`src/hw/rtl/least_loaded_chunk_assigner_defines.svh`:
```
// ----------------------------------------------------------------------------
// Assertion macros for the least-loaded chunk assigner
// Every property is sampled on clk_i and held off while rst_ni is low.
// ----------------------------------------------------------------------------
`ifndef LEAST_LOADED_CHUNK_ASSIGNER_DEFINES_SVH
`define LEAST_LOADED_CHUNK_ASSIGNER_DEFINES_SVH

// Check a property on every clock edge outside reset.
`define LLCA_ASSERT(lbl, prop, msg) \
  lbl: assert property (@(posedge clk_i) disable iff (!rst_ni) prop) else $error(msg);

// Check that a condition implies another one in the next cycle.
`define LLCA_ASSERT_NEXT(lbl, ante, cons, msg) \
  lbl: assert property (@(posedge clk_i) disable iff (!rst_ni) (ante) |=> (cons)) \
    else $error(msg);

`endif

```
`src/hw/rtl/llca_pkg.sv`:
```
// ----------------------------------------------------------------------------
// llca_pkg
// Beat types, register codes and controller/datapath signal groups.
// ----------------------------------------------------------------------------
package llca_pkg;

  localparam int unsigned CFG_IDX_W  = 2;
  localparam int unsigned CFG_DATA_W = 16;

  localparam logic [15:0] CHUNK_SIZE_RESET  = 16'd1024;
  localparam logic [3:0]  QUEUE_COUNT_RESET = 4'd8;

  typedef enum logic [CFG_IDX_W-1:0] {
    REG_CHUNK_SIZE  = 2'd0,
    REG_QUEUE_COUNT = 2'd1
  } cfg_reg_e;

  typedef struct packed {
    logic [31:0] src_degree;
    logic [31:0] dst_degree;
    logic        start_of_list;
  } in_item_t;

  typedef struct packed {
    logic [2:0]  queue_id;
    logic [31:0] slot;
    logic        chunk_start;
  } out_item_t;

  // Commands from the controller to the datapath.
  typedef struct packed {
    logic accept;  // latch the edge, apply the list clear
    logic decide;  // open a chunk if due, prepare the scan
    logic scan;    // advance the least-load scan
    logic rdreq;   // read score and length of the current queue
    logic update;  // write back and load the output register
  } dp_cmd_t;

  // Status from the datapath to the controller.
  typedef struct packed {
    logic opens;      // next edge opens a chunk
    logic fill;       // chunks still handed out in order
    logic scan_done;  // last score of the scan has been compared
    logic out_busy;   // output register full and held
  } dp_sts_t;

endpackage

```
`src/hw/rtl/least_loaded_chunk_assigner.sv`:
```
// Sequence: an accepted edge goes through decide, read and write back to its
// result beat, with a least-load scan over the queues in use after decide
// when a chunk opens by least load. A new edge is taken only once the last
// one is written back; the scan reads one score a cycle from the score RAM.
// Reset: all scores, lengths and counters read as zero, no clearing pass.
// ----------------------------------------------------------------------------
// least_loaded_chunk_assigner
// Cuts an edge stream into chunks and assigns each chunk to a queue: the
// first chunks go to queues in order, later ones to the least-loaded queue.
// ----------------------------------------------------------------------------
module least_loaded_chunk_assigner #(
  parameter int unsigned MAX_QUEUES  = 8,
  parameter int unsigned SCORE_WIDTH = 48
) (
  input  logic                                clk_i,
  input  logic                                rst_ni,
  // edge beats in
  input  logic                                in_valid_i,
  output logic                                in_stall_o,
  input  llca_pkg::in_item_t                  in_data_i,
  // result beats out
  output logic                                out_valid_o,
  input  logic                                out_stall_i,
  output llca_pkg::out_item_t                 out_data_o,
  // register writes
  input  logic                                cfg_we_i,
  input  logic [llca_pkg::CFG_IDX_W-1:0]      cfg_index_i,
  input  logic [llca_pkg::CFG_DATA_W-1:0]     cfg_data_i
);
  import llca_pkg::*;

  logic [15:0] chunk_size_q;
  logic [3:0]  queue_count_q;
  dp_cmd_t     cmd;
  dp_sts_t     sts;

  // Register file: the user must make writes land only while the block is idle;
  // the block does not enforce it, and the datapath reads these directly. Unknown indexes are dropped.
  always_ff @(posedge clk_i or negedge rst_ni) begin
    if (!rst_ni) begin
      chunk_size_q  <= CHUNK_SIZE_RESET;
      queue_count_q <= QUEUE_COUNT_RESET;
    end else if (cfg_we_i) begin
      case (cfg_index_i)
        REG_CHUNK_SIZE: begin
          chunk_size_q <= cfg_data_i[15:0];
        end
        REG_QUEUE_COUNT: begin
          queue_count_q <= cfg_data_i[3:0];
        end
        default: begin
        end
      endcase
    end
  end

  // Controller: one edge at a time through decide, optional scan, read, write back.
  llca_ctrl u_ctrl (
    .clk_i      (clk_i),
    .rst_ni     (rst_ni),
    .in_valid_i (in_valid_i),
    .in_stall_o (in_stall_o),
    .sts_i      (sts),
    .cmd_o      (cmd)
  );

  // Datapath: score and length RAMs with valid bits, chunk counters and
  // the output register that lets the next edge in while a beat waits.
  llca_datapath #(
    .MAX_QUEUES  (MAX_QUEUES),
    .SCORE_WIDTH (SCORE_WIDTH)
  ) u_datapath (
    .clk_i         (clk_i),
    .rst_ni        (rst_ni),
    .cmd_i         (cmd),
    .sts_o         (sts),
    .in_data_i     (in_data_i),
    .chunk_size_i  (chunk_size_q),
    .queue_count_i (queue_count_q),
    .out_valid_o   (out_valid_o),
    .out_stall_i   (out_stall_i),
    .out_data_o    (out_data_o)
  );

endmodule

```
`src/hw/rtl/llca_ram.sv`:
```
// ----------------------------------------------------------------------------
// llca_ram
// Single write port, single read port RAM with registered read data.
// ----------------------------------------------------------------------------
module llca_ram #(
  parameter int unsigned WIDTH = 32,
  parameter int unsigned DEPTH = 8
) (
  input  logic                     clk_i,
  input  logic                     we_i,
  input  logic [$clog2(DEPTH)-1:0] waddr_i,
  input  logic [WIDTH-1:0]         wdata_i,
  input  logic                     re_i,
  input  logic [$clog2(DEPTH)-1:0] raddr_i,
  output logic [WIDTH-1:0]         rdata_o
);

  logic [WIDTH-1:0] mem_q [DEPTH];
  logic [WIDTH-1:0] rdata_q;

  always_ff @(posedge clk_i) begin
    if (we_i) begin
      mem_q[waddr_i] <= wdata_i;
    end
    if (re_i) begin
      rdata_q <= mem_q[raddr_i];
    end
  end

  assign rdata_o = rdata_q;

endmodule

```
`src/hw/rtl/llca_ctrl.sv`:
```
// ----------------------------------------------------------------------------
// llca_ctrl
// Sequencer for one edge: decide, optional least-load scan, read, write back.
// ----------------------------------------------------------------------------
module llca_ctrl (
  input  logic              clk_i,
  input  logic              rst_ni,
  input  logic              in_valid_i,
  output logic              in_stall_o,
  input  llca_pkg::dp_sts_t sts_i,
  output llca_pkg::dp_cmd_t cmd_o
);
  import llca_pkg::*;

  typedef enum logic [4:0] {
    S_IDLE   = 5'b00001,
    S_DECIDE = 5'b00010,
    S_SCAN   = 5'b00100,
    S_RDREQ  = 5'b01000,
    S_UPDATE = 5'b10000
  } state_e;

  state_e state_q, state_d;

  always_comb begin
    state_d = state_q;
    cmd_o   = '0;
    case (state_q)
      S_IDLE: begin
        if (in_valid_i) begin
          cmd_o.accept = 1'b1;
          state_d      = S_DECIDE;
        end
      end
      S_DECIDE: begin
        cmd_o.decide = 1'b1;
        state_d      = (sts_i.opens && !sts_i.fill) ? S_SCAN : S_RDREQ;
      end
      S_SCAN: begin
        cmd_o.scan = 1'b1;
        if (sts_i.scan_done) begin
          state_d = S_RDREQ;
        end
      end
      S_RDREQ: begin
        cmd_o.rdreq = 1'b1;
        state_d     = S_UPDATE;
      end
      S_UPDATE: begin
        // hold until the output register can take the result
        if (!sts_i.out_busy) begin
          cmd_o.update = 1'b1;
          state_d      = S_IDLE;
        end
      end
      default: begin
        state_d = S_IDLE;
      end
    endcase
  end

  always_ff @(posedge clk_i or negedge rst_ni) begin
    if (!rst_ni) begin
      state_q <= S_IDLE;
    end else begin
      state_q <= state_d;
    end
  end

  assign in_stall_o = (state_q != S_IDLE);

endmodule

```
`src/hw/rtl/llca_datapath.sv`:
```
// ----------------------------------------------------------------------------
// llca_datapath
// Queue scores and lengths, chunk bookkeeping, least-load scan, output beat.
// ----------------------------------------------------------------------------
`include "least_loaded_chunk_assigner_defines.svh"

module llca_datapath #(
  parameter int unsigned MAX_QUEUES  = 8,
  parameter int unsigned SCORE_WIDTH = 48
) (
  input  logic                clk_i,
  input  logic                rst_ni,
  input  llca_pkg::dp_cmd_t   cmd_i,
  output llca_pkg::dp_sts_t   sts_o,
  input  llca_pkg::in_item_t  in_data_i,
  input  logic [15:0]         chunk_size_i,
  input  logic [3:0]          queue_count_i,
  output logic                out_valid_o,
  input  logic                out_stall_i,
  output llca_pkg::out_item_t out_data_o
);
  import llca_pkg::*;

  localparam int unsigned QW = $clog2(MAX_QUEUES);
  localparam int unsigned CW = $clog2(MAX_QUEUES + 1);

  logic [31:0]             add_q;
  logic [15:0]             offset_q;
  logic [CW-1:0]           chunks_q;
  logic [QW-1:0]           cur_q;
  logic                    opens_q;
  logic [MAX_QUEUES-1:0]   ent_vld_q;
  logic [CW-1:0]           rd_idx_q;
  logic                    scan_vld_q;
  logic [QW-1:0]           scan_tag_q;
  logic [QW-1:0]           best_idx_q;
  logic [SCORE_WIDTH-1:0]  best_score_q;
  logic                    rd_vld_q;
  logic                    out_valid_q;
  out_item_t               out_q;

  logic [CW-1:0]           count_eff;
  logic [15:0]             size_eff;
  logic                    scan_issue;
  logic                    score_re;
  logic [QW-1:0]           score_raddr;
  logic [SCORE_WIDTH-1:0]  score_rdata;
  logic [31:0]             len_rdata;
  logic [SCORE_WIDTH-1:0]  score_cur;
  logic [31:0]             len_cur;
  logic                    take;
  logic [QW-1:0]           best_idx_d;
  logic [SCORE_WIDTH-1:0]  best_score_d;
  logic [SCORE_WIDTH:0]    score_sum;
  logic [SCORE_WIDTH-1:0]  score_new;
  logic [16:0]             offset_inc;

  // Queue count clamped to 1..MAX_QUEUES, chunk size zero acts as one.
  always_comb begin
    if (queue_count_i == 4'd0) begin
      count_eff = CW'(1);
    end else if (32'(queue_count_i) > MAX_QUEUES) begin
      count_eff = CW'(MAX_QUEUES);
    end else begin
      count_eff = CW'(queue_count_i);
    end
  end

  assign size_eff = (chunk_size_i == 16'd0) ? 16'd1 : chunk_size_i;

  assign scan_issue  = cmd_i.scan && (rd_idx_q < count_eff);
  assign score_re    = scan_issue || cmd_i.rdreq;
  assign score_raddr = cmd_i.scan ? rd_idx_q[QW-1:0] : cur_q;

  // Entries never written since the last clear read as zero.
  assign score_cur = rd_vld_q ? score_rdata : '0;
  assign len_cur   = rd_vld_q ? len_rdata : 32'd0;

  assign take         = (scan_tag_q == '0) || (score_cur < best_score_q);
  assign best_idx_d   = take ? scan_tag_q : best_idx_q;
  assign best_score_d = take ? score_cur : best_score_q;

  assign score_sum = {1'b0, score_cur} + (SCORE_WIDTH + 1)'(add_q);
  assign score_new = score_sum[SCORE_WIDTH] ? '1 : score_sum[SCORE_WIDTH-1:0];

  assign offset_inc = {1'b0, offset_q} + 17'd1;

  llca_ram #(
    .WIDTH (SCORE_WIDTH),
    .DEPTH (MAX_QUEUES)
  ) u_score_ram (
    .clk_i   (clk_i),
    .we_i    (cmd_i.update),
    .waddr_i (cur_q),
    .wdata_i (score_new),
    .re_i    (score_re),
    .raddr_i (score_raddr),
    .rdata_o (score_rdata)
  );

  llca_ram #(
    .WIDTH (32),
    .DEPTH (MAX_QUEUES)
  ) u_len_ram (
    .clk_i   (clk_i),
    .we_i    (cmd_i.update),
    .waddr_i (cur_q),
    .wdata_i (len_cur + 32'd1),
    .re_i    (cmd_i.rdreq),
    .raddr_i (cur_q),
    .rdata_o (len_rdata)
  );

  // Bookkeeping state, cleared by reset and, all but the output valid bit, by a start-of-list beat.
  always_ff @(posedge clk_i or negedge rst_ni) begin
    if (!rst_ni) begin
      offset_q    <= '0;
      chunks_q    <= '0;
      cur_q       <= '0;
      ent_vld_q   <= '0;
      out_valid_q <= 1'b0;
    end else begin
      if (cmd_i.accept && in_data_i.start_of_list) begin
        offset_q  <= '0;
        chunks_q  <= '0;
        cur_q     <= '0;
        ent_vld_q <= '0;
      end
      if (cmd_i.decide && (offset_q == 16'd0) && (chunks_q < count_eff)) begin
        cur_q    <= chunks_q[QW-1:0];
        chunks_q <= chunks_q + CW'(1);
      end
      if (cmd_i.scan && sts_o.scan_done) begin
        cur_q <= best_idx_d;
      end
      if (cmd_i.update) begin
        ent_vld_q[cur_q] <= 1'b1;
        offset_q <= (offset_inc >= {1'b0, size_eff}) ? 16'd0 : offset_inc[15:0];
      end
      if (cmd_i.update) begin
        out_valid_q <= 1'b1;
      end else if (!out_stall_i) begin
        out_valid_q <= 1'b0;
      end
    end
  end

  // Payload and scan registers.
  always_ff @(posedge clk_i) begin
    if (cmd_i.accept) begin
      add_q <= (in_data_i.src_degree < in_data_i.dst_degree) ?
               in_data_i.src_degree : in_data_i.dst_degree;
    end
    if (cmd_i.decide) begin
      opens_q    <= (offset_q == 16'd0);
      rd_idx_q   <= '0;
      scan_vld_q <= 1'b0;
    end
    if (cmd_i.scan) begin
      scan_vld_q <= scan_issue;
      scan_tag_q <= rd_idx_q[QW-1:0];
      if (scan_issue) begin
        rd_idx_q <= rd_idx_q + CW'(1);
      end
      if (scan_vld_q) begin
        best_idx_q   <= best_idx_d;
        best_score_q <= best_score_d;
      end
    end
    if (score_re) begin
      rd_vld_q <= ent_vld_q[score_raddr];
    end
    if (cmd_i.update) begin
      out_q.queue_id    <= 3'(cur_q);
      out_q.slot        <= len_cur;
      out_q.chunk_start <= opens_q;
    end
  end

  assign sts_o.opens     = (offset_q == 16'd0);
  assign sts_o.fill      = (chunks_q < count_eff);
  assign sts_o.scan_done = scan_vld_q && (CW'(scan_tag_q) == (count_eff - CW'(1)));
  assign sts_o.out_busy  = out_valid_q && out_stall_i;

  assign out_valid_o = out_valid_q;
  assign out_data_o  = out_q;

  `LLCA_ASSERT(a_no_overwrite, cmd_i.update |-> !(out_valid_q && out_stall_i), "held beat overwritten")
  `LLCA_ASSERT(a_out_from_update, $rose(out_valid_q) |-> $past(cmd_i.update), "beat without update")
  `LLCA_ASSERT(a_best_in_range, (cmd_i.scan && sts_o.scan_done) |-> (CW'(best_idx_d) < count_eff), "least-load pick out of range")

endmodule

```
`config.mk`:
```
export PLATFORM = sky130hd
export DESIGN_NAME = least_loaded_chunk_assigner
export DESIGN_NICKNAME = d
export VERILOG_FILES = /design/src/hw/rtl/llca_pkg.sv /design/src/hw/rtl/least_loaded_chunk_assigner.sv /design/src/hw/rtl/llca_ram.sv /design/src/hw/rtl/llca_ctrl.sv /design/src/hw/rtl/llca_datapath.sv
export VERILOG_INCLUDE_DIRS = /design/src /design/src/hw/rtl
export SDC_FILE = /design/constraint.sdc
export NUM_CORES = 1
export LEC_CHECK = 0
export BUFFER_PORTS_ARGS = -buffer_cell sky130_fd_sc_hd__buf_2
export CAP_MARGIN = 0
export CORE_MARGIN = 3
export CORE_UTILIZATION = 35
export DETAILED_ROUTE_END_ITERATION = 10
export PLACE_DENSITY = 0.6
export REMOVE_ABC_BUFFERS = 1
export SYNTH_ARGS = -nofsm -noshare
export SYNTH_HDL_FRONTEND = slang
export SYNTH_HIERARCHICAL = 1
export SYNTH_SLANG_ARGS = --single-unit
```
`constraint.sdc`:
```
create_clock -name clk_i -period 9.2 [get_ports clk_i]
set_input_delay 1.84 -clock clk_i [delete_from_list [all_inputs] [get_ports clk_i]]
set_output_delay 1.84 -clock clk_i [all_outputs]
set_load 0.05 [all_outputs]
```
# == After elaboration in Yosys (flattened, before gate mapping) ==
# Memory sizes are Yosys's and may differ from the RTL's. A register that Yosys moved wholly into a read port is not among the register bits.
# Cells that the tools add are included.
# word_totals
ff_bits,186
latchBits,0
mem_bits_rw,640
mem_bits_ro,0
inputBits,88
output_inout_bits,38
word_cells,119
mem_count,2
# classes
add_sub_neg,6
mul,0
div,0
n_lt_le_gt_ge,9
eq_ne,12
shift,0
muxes,44
bitwise,1
reduce_logical,26
# mem_list
name,depth,width,read_ports,rd_ports_with_merged_regs,wr,line,text
u_datapath.u_score_ram.mem_q,8,48,1,1,1,llca_ram.sv:18,logic [WIDTH-1:0] mem_q [DEPTH];
u_datapath.u_len_ram.mem_q,8,32,1,1,1,llca_ram.sv:18,
# op_table
cell,count
2-to-1 mux 48 bit,2
2-to-1 mux 16 bit,4
2-to-1 mux 32 bit,2
adder 48 x 32 -> 49 bit,1
< comparator 48 bit,1
"adder 32 x 1 -> 32 bit, second input constant",1
logical NOT 16 bit,2
< comparator 32 bit,1
2-to-1 mux 4 bit,8
one-hot mux 5 bit (5 select lines),1
"adder 16 x 1 -> 17 bit, second input constant",1
greater-or-equal comparator 17 x 16 -> 1 bit,1
2-to-1 mux 8 bit,2
2-to-1 mux 1 bit,15
2-to-1 mux 3 bit,5
2-to-1 mux 5 bit,3
logical AND 1 bit,9
"adder 4 x 1 -> 4 bit, second input constant",2
"< comparator 3 x 4 -> 1 bit, second input constant",2
< comparator 4 bit,2
bitwise OR 8 bit,1
AND reduction 2 bit,3
AND reduction 3 bit,2
nonzero test 2 bit,3
21 further kinds,24

# == Longest topological paths before layout ==
# logic_depth
word_depth,8
ltp_mapped,17
ltp_nobuf,14

# == Hierarchy ==
# Netlist, hierarchy kept.
# by_module_without_submodules
module,instances,cells_each,area_per_inst_um2,seq_area_each_um2
llca_ram at u_datapath.u_score_ram,1,616,16100.4,12972.4
llca_datapath,1,1335,12510.7,4634.4
llca_ram at u_datapath.u_len_ram,1,415,10786.6,8648.3
least_loaded_chunk_assigner,1,43,769.5,503.0
llca_ctrl,1,38,341.6,126.4

# == Worst setup path before layout ==
# No wires, ideal clock.
# synth_path
kind,input-to-reg
startpoint,input port out_stall_i
endpoint,"memory u_datapath/u_score_ram/mem_q[4][0] in the netlist's numbering, enable pin"
setup_time_ns,0.512
t_arrival_ns,7.198
t_required_ns,8.688
slack_ns,1.490
stages,4
path_buffers,0
cell_sequence,and2_1 > nor4b_4 > nand2_1 > nor3_1
# synth_rtl
element,line,text
start: declaration,least_loaded_chunk_assigner.sv:23,"input logic out_stall_i,"
end: declaration,llca_ram.sv:18,

# == Worst setup path after layout ==
# layout_path
startpoint,register u_datapath.rd_vld_q
endpoint,"memory u_datapath/u_score_ram/mem_q[6][38] in the netlist's numbering, data pin"
# layout_via
elab_chain_len,3
# layout_rtl
element,line,text
start: declaration,llca_datapath.sv:38,logic rd_vld_q;
start signal: assignment,llca_datapath.sv:171,rd_vld_q <= ent_vld_q[score_raddr];
2-to-1 mux 48 bit,llca_datapath.sv:76,assign score_cur = rd_vld_q ? score_rdata : '0;
via u_datapath.score_cur[0],llca_datapath.sv:49,logic [SCORE_WIDTH-1:0] score_cur;
adder 48 x 32 -> 49 bit,llca_datapath.sv:83,"assign score_sum = {1'b0, score_cur} + (SCORE_WIDTH + 1)'(add_q);"
2-to-1 mux 48 bit,llca_datapath.sv:84,assign score_new = score_sum[SCORE_WIDTH] ? '1 : score_sum[SCORE_WIDTH-1:0];
via u_datapath.score_new[38],llca_datapath.sv:55,logic [SCORE_WIDTH-1:0] score_new;
# The timed path passes the listed nets, and every way through them passes these cells.

==> results by group <==
Finish
  – Fin util: 40.3%
  – Layout cells sized above 1: 22.7%
  – Antenna diodes: 0
  – Nets: 2845
  – Number of fill cells: 10200
  – Area Overhead vs Synth: 14.0%

Placed design
  – GP Congestion: 0.860
  – Port Buffers: 125
  – DP HPWL: 54800 um

Detailed routing
  – Routed WL: 91300 um
  – Drc violations: 0
  – ANT nets after route: 0
  – Via Count: 22000
  – Iter 0 DRT Violations: 1656
  – First drt pass iteration count: 5
  – WL/cell: 21.7 um
  – Vias per cell: 5.22

Die
  – Die area: 120000 um^2
  – Die width: 346 um
  – Core area: 115000 um^2
  – Starting Density: 35.3%
  – # rows: 124
  – Ports: 126
  – Chip height: 346 um

Global route
  – First-pass GRT wire length: 140000 um
  – Vias in the first global route: 23200
  – Total track usage: 15.1%
  – GR Overflow Total: 0
  – Largest net degree at the start of global routing: 69
  – Initial antenna violation count: 0

Critical path
  – Crit path DAT: 5.43 ns
  – R2R Path End: u_datapath/u_score_ram/mem_q[6][38]
  – R2R Setup Slk: 4.16 ns
  – Worst reg2reg startpoint: u_datapath/rd_vld_q
  – Worst EP required: 9.58 ns
  – Crit start category: flop
  – WS Path Type: flop to flop
  – Worst reg-to-reg path cell count: 12
  – Crit-path max FO: 50
  – CP Capture Type: flop

Synth
  – Top cell type's share of synthesized area: 62.6%
  – Yosys Warn Count: 6
  – Mean post-synth cell area: 16.6 um^2
  – Register area share after synthesis: 66.4%
  – Synth Flop Type: edfxtp_1
  – Distinct cells, synth: 87
  – Syn Inst Count: 2447
  – Post-synth EDFFs: 845
  – Seq cells post-synth: 906
  – Synth top area cells: edfxtp_1, mux4_2, ha_1
  – Area leader, netlist: edfxtp_1
  – Area of the mapped netlist: 40500 um^2
  – Async set-reset flop share out of synthesis: 6.29%

Timing
  – Clk_skew: 0.0655 ns
  – Final Slew Violations: 0
  – Rel. slew slack: 33.3%
  – Fin crit period: 5.04 ns
  – WHS: 0.431 ns
  – Fmax: 198 MHz
  – Fin crit share: 54.8%
  – Setup violations, final: 0
  – RSZ-0062 raised after global routing: false
  – Worst Max-Slew Pin Slew: 1.00 ns
  – Final Hold Viols: 0

Clock network
  – # hold bufs at CTS: 0
  – Sink Count: 906
  – CTS Buf Count: 98
  – Clk root buf: clkbuf_16
  – Worst skew pair latency: 0.71 ns
  – Clk buf depth: 3
  – Post-CTS Setup Bufs: 0
  – CTS resizes: 0
  – Clock transition at path regs: 0.06 ns
  – CTS tree: done
  – CTS H-tree depth: 3

Power
  – Total power: 11.6 mW
  – Peak VDD IR: 0.162 mV
  – Leakage: 16.3 nW
  – Pwr/cell area: 251 nW/um^2

Min path
  – Worst hold path depth: 0
  – Worst Hold Endpoint: u_datapath/out_data_o[0]
  – HP Class: flop to flop
  – Worst hold start: u_datapath/opens_q

Run
  – # Max-Cap Violations: 0

Run status
  – Status: complete, no violations
## registers in the layout, indices dropped and copies added, names as in the netlist, 5 cells and up
name                            count
u_datapath/out_data_o              36
u_datapath/u_len_ram/rdata_o       32
u_datapath/u_score_ram/mem_q      384
u_datapath/best_score_q            48
u_datapath/u_score_ram/rdata_o     48
u_datapath/u_len_ram/mem_q        256
chunk_size_q                       16
u_datapath/ent_vld_q                8
u_ctrl/state_q                      5
u_datapath/offset_q                16
u_datapath/add_q                   32
## cells in the mapped netlist, types with 5 or more instances
library cell,count
edfxtp_1,845
nand2_1,139
ha_1,138
inv_1,134
mux4_2,117
mux2_2,100
a21oi_1,86
and2_1,81
nor2_1,79
o21ai_0,60
dfrtp_1,54
xnor2_1,44
clkbuf_1,43
mux4_1,43
mux2_4,41
nand3_1,39
xor2_1,33
a21o_1,30
nand2b_1,28
nand4_1,27
nor3_1,25
buf_2,24
and3_1,16
mux2i_1,16
a211oi_1,13
a31oi_1,12
buf_6,11
nor2b_1,11
nor4_1,10
o21a_1,10
a22o_1,9
o31ai_1,8
and4_1,7
buf_1,6
or2_2,6
buf_12,5
nand3b_1,5
nor3b_1,5
o22ai_1,5
or3_1,5
## report_power, final
part           switching [mW]  total (mW)  leakage (nW)  internal [mW]
sequential              0.160        5.13          8.44           4.97
clock                    1.66        3.93          1.56           2.27
combinational            1.38        2.54          6.33           1.16
total                    3.20        11.6          16.3           8.40
## layout by cell type (no fill, tap or decap), types with 9 or more instances in the layout
| cell | netlist | final |
|---|---|---|
| ha_1 | 138 | 138 |
| a31oi_1 | 12 | 12 |
| clkbuf_1 | 43 | 19 |
| mux2_4 | 41 | 41 |
| and3_1 | 16 | 16 |
| nor2_4 | 0 | 14 |
| buf_4 | 0 | 37 |
| clkinv_1 | 0 | 26 |
| nand2_1 | 139 | 139 |
| edfxtp_1 | 845 | 845 |
| inv_1 | 134 | 132 |
| nor2b_1 | 11 | 11 |
| nand3_1 | 39 | 39 |
| nor4_1 | 10 | 10 |
| o21a_1 | 10 | 9 |
| o21ai_0 | 60 | 59 |
| clkbuf_16 | 0 | 98 |
| dfrtp_1 | 54 | 51 |
| mux4_1 | 43 | 43 |
| xnor2_1 | 44 | 44 |
| nand4_1 | 27 | 27 |
| mux2i_1 | 16 | 16 |
| a21oi_1 | 86 | 86 |
| clkinv_2 | 0 | 12 |
| mux2_2 | 100 | 100 |
| mux4_2 | 117 | 117 |
| nor2_1 | 79 | 65 |
| a21o_1 | 30 | 30 |
| bufinv_16 | 0 | 10 |
| xor2_1 | 33 | 33 |
| nand2b_1 | 28 | 27 |
| and2_1 | 81 | 81 |
| a211oi_1 | 13 | 13 |
| a22o_1 | 9 | 9 |
| buf_2 | 24 | 125 |
| nor3_1 | 25 | 21 |
## worst max-delay path: stages (launching register included)
cell and delay [ns]:
edfxtp_1 0.39, buf_4 0.34, and2_1 0.29, ha_1 0.25, fa_1 0.44, a211oi_1 0.24
nor2_1 0.14, o21ai_0 0.67, o2111ai_1 0.49, nand4_2 0.29, buf_4 0.54, o311ai_0 0.25
a211o_1 0.37
## metrics by stage
step,TNS [ns],cells,area (um^2),setup slack (ns)
after detailed placement,0,4030,42900,3.64
after global routing,0,4212,46200,3.78
after floorplan,-38.09,2356,40000,-0.788
final,0,4212,46200,4.16
after global placement,0,4030,42900,3.68
after CTS,0,4212,46200,4.10
## worst max path at each step
stage / from / to / slack [ns] / depth (start not counted)
global placement: in_data_i[14] / u_datapath/add_q[14] / 3.68 / 11
global route: u_datapath/rd_vld_q / u_datapath/u_score_ram/mem_q[6][38] / 3.78 / 12
floorplan: u_datapath/cur_q[2] / u_datapath/u_score_ram/rdata_o[10] / -0.79 / 4
finish: u_datapath/rd_vld_q / u_datapath/u_score_ram/mem_q[6][38] / 4.16 / 12
CTS: u_datapath/rd_vld_q / u_datapath/u_score_ram/mem_q[6][38] / 4.10 / 12
detailed placement: in_data_i[14] / u_datapath/add_q[10] / 3.64 / 11
## cell type report
cell class	count	area [um^2]	area share [%]
Inverter	134	508	1.10
Tap cell	1512	1890	4.10
Sequential cell	906	26900	58.2
Clock buffer	119	2550	5.53
Timing Repair Buffer	162	903	1.96
Multi-Input combinational cell	1316	12700	27.6
Clock inverter	63	706	1.53
## metal layers
metal  vias up  share of wire [%]  global-route usage, %
met1     11400                 44                   19.9
li1       9910                  -                      -
met4         0                2.1                   4.34
met2       512                 50                   25.9
met3       138                4.1                   2.34
met5         -                  0                      0
## cells by family (layout without fill, tap and decap cells)
| logic type | after synthesis | count (layout) | share of synthesized area, % |
|---|---|---|---|
| flops | 906 | 906 | 66.4 |
| xor+xnor | 77 | 77 | 1.66 |
| fa+ha+maj | 139 | 139 | 4.31 |
| simple gates | 503 | 503 | 6.56 |
| mux | 317 | 317 | 14.0 |
| compound gates | 280 | 280 | 4.51 |
| buf+inv | 225 | 478 | 2.59 |
Note: power is estimated with default switching activity, not from simulation.
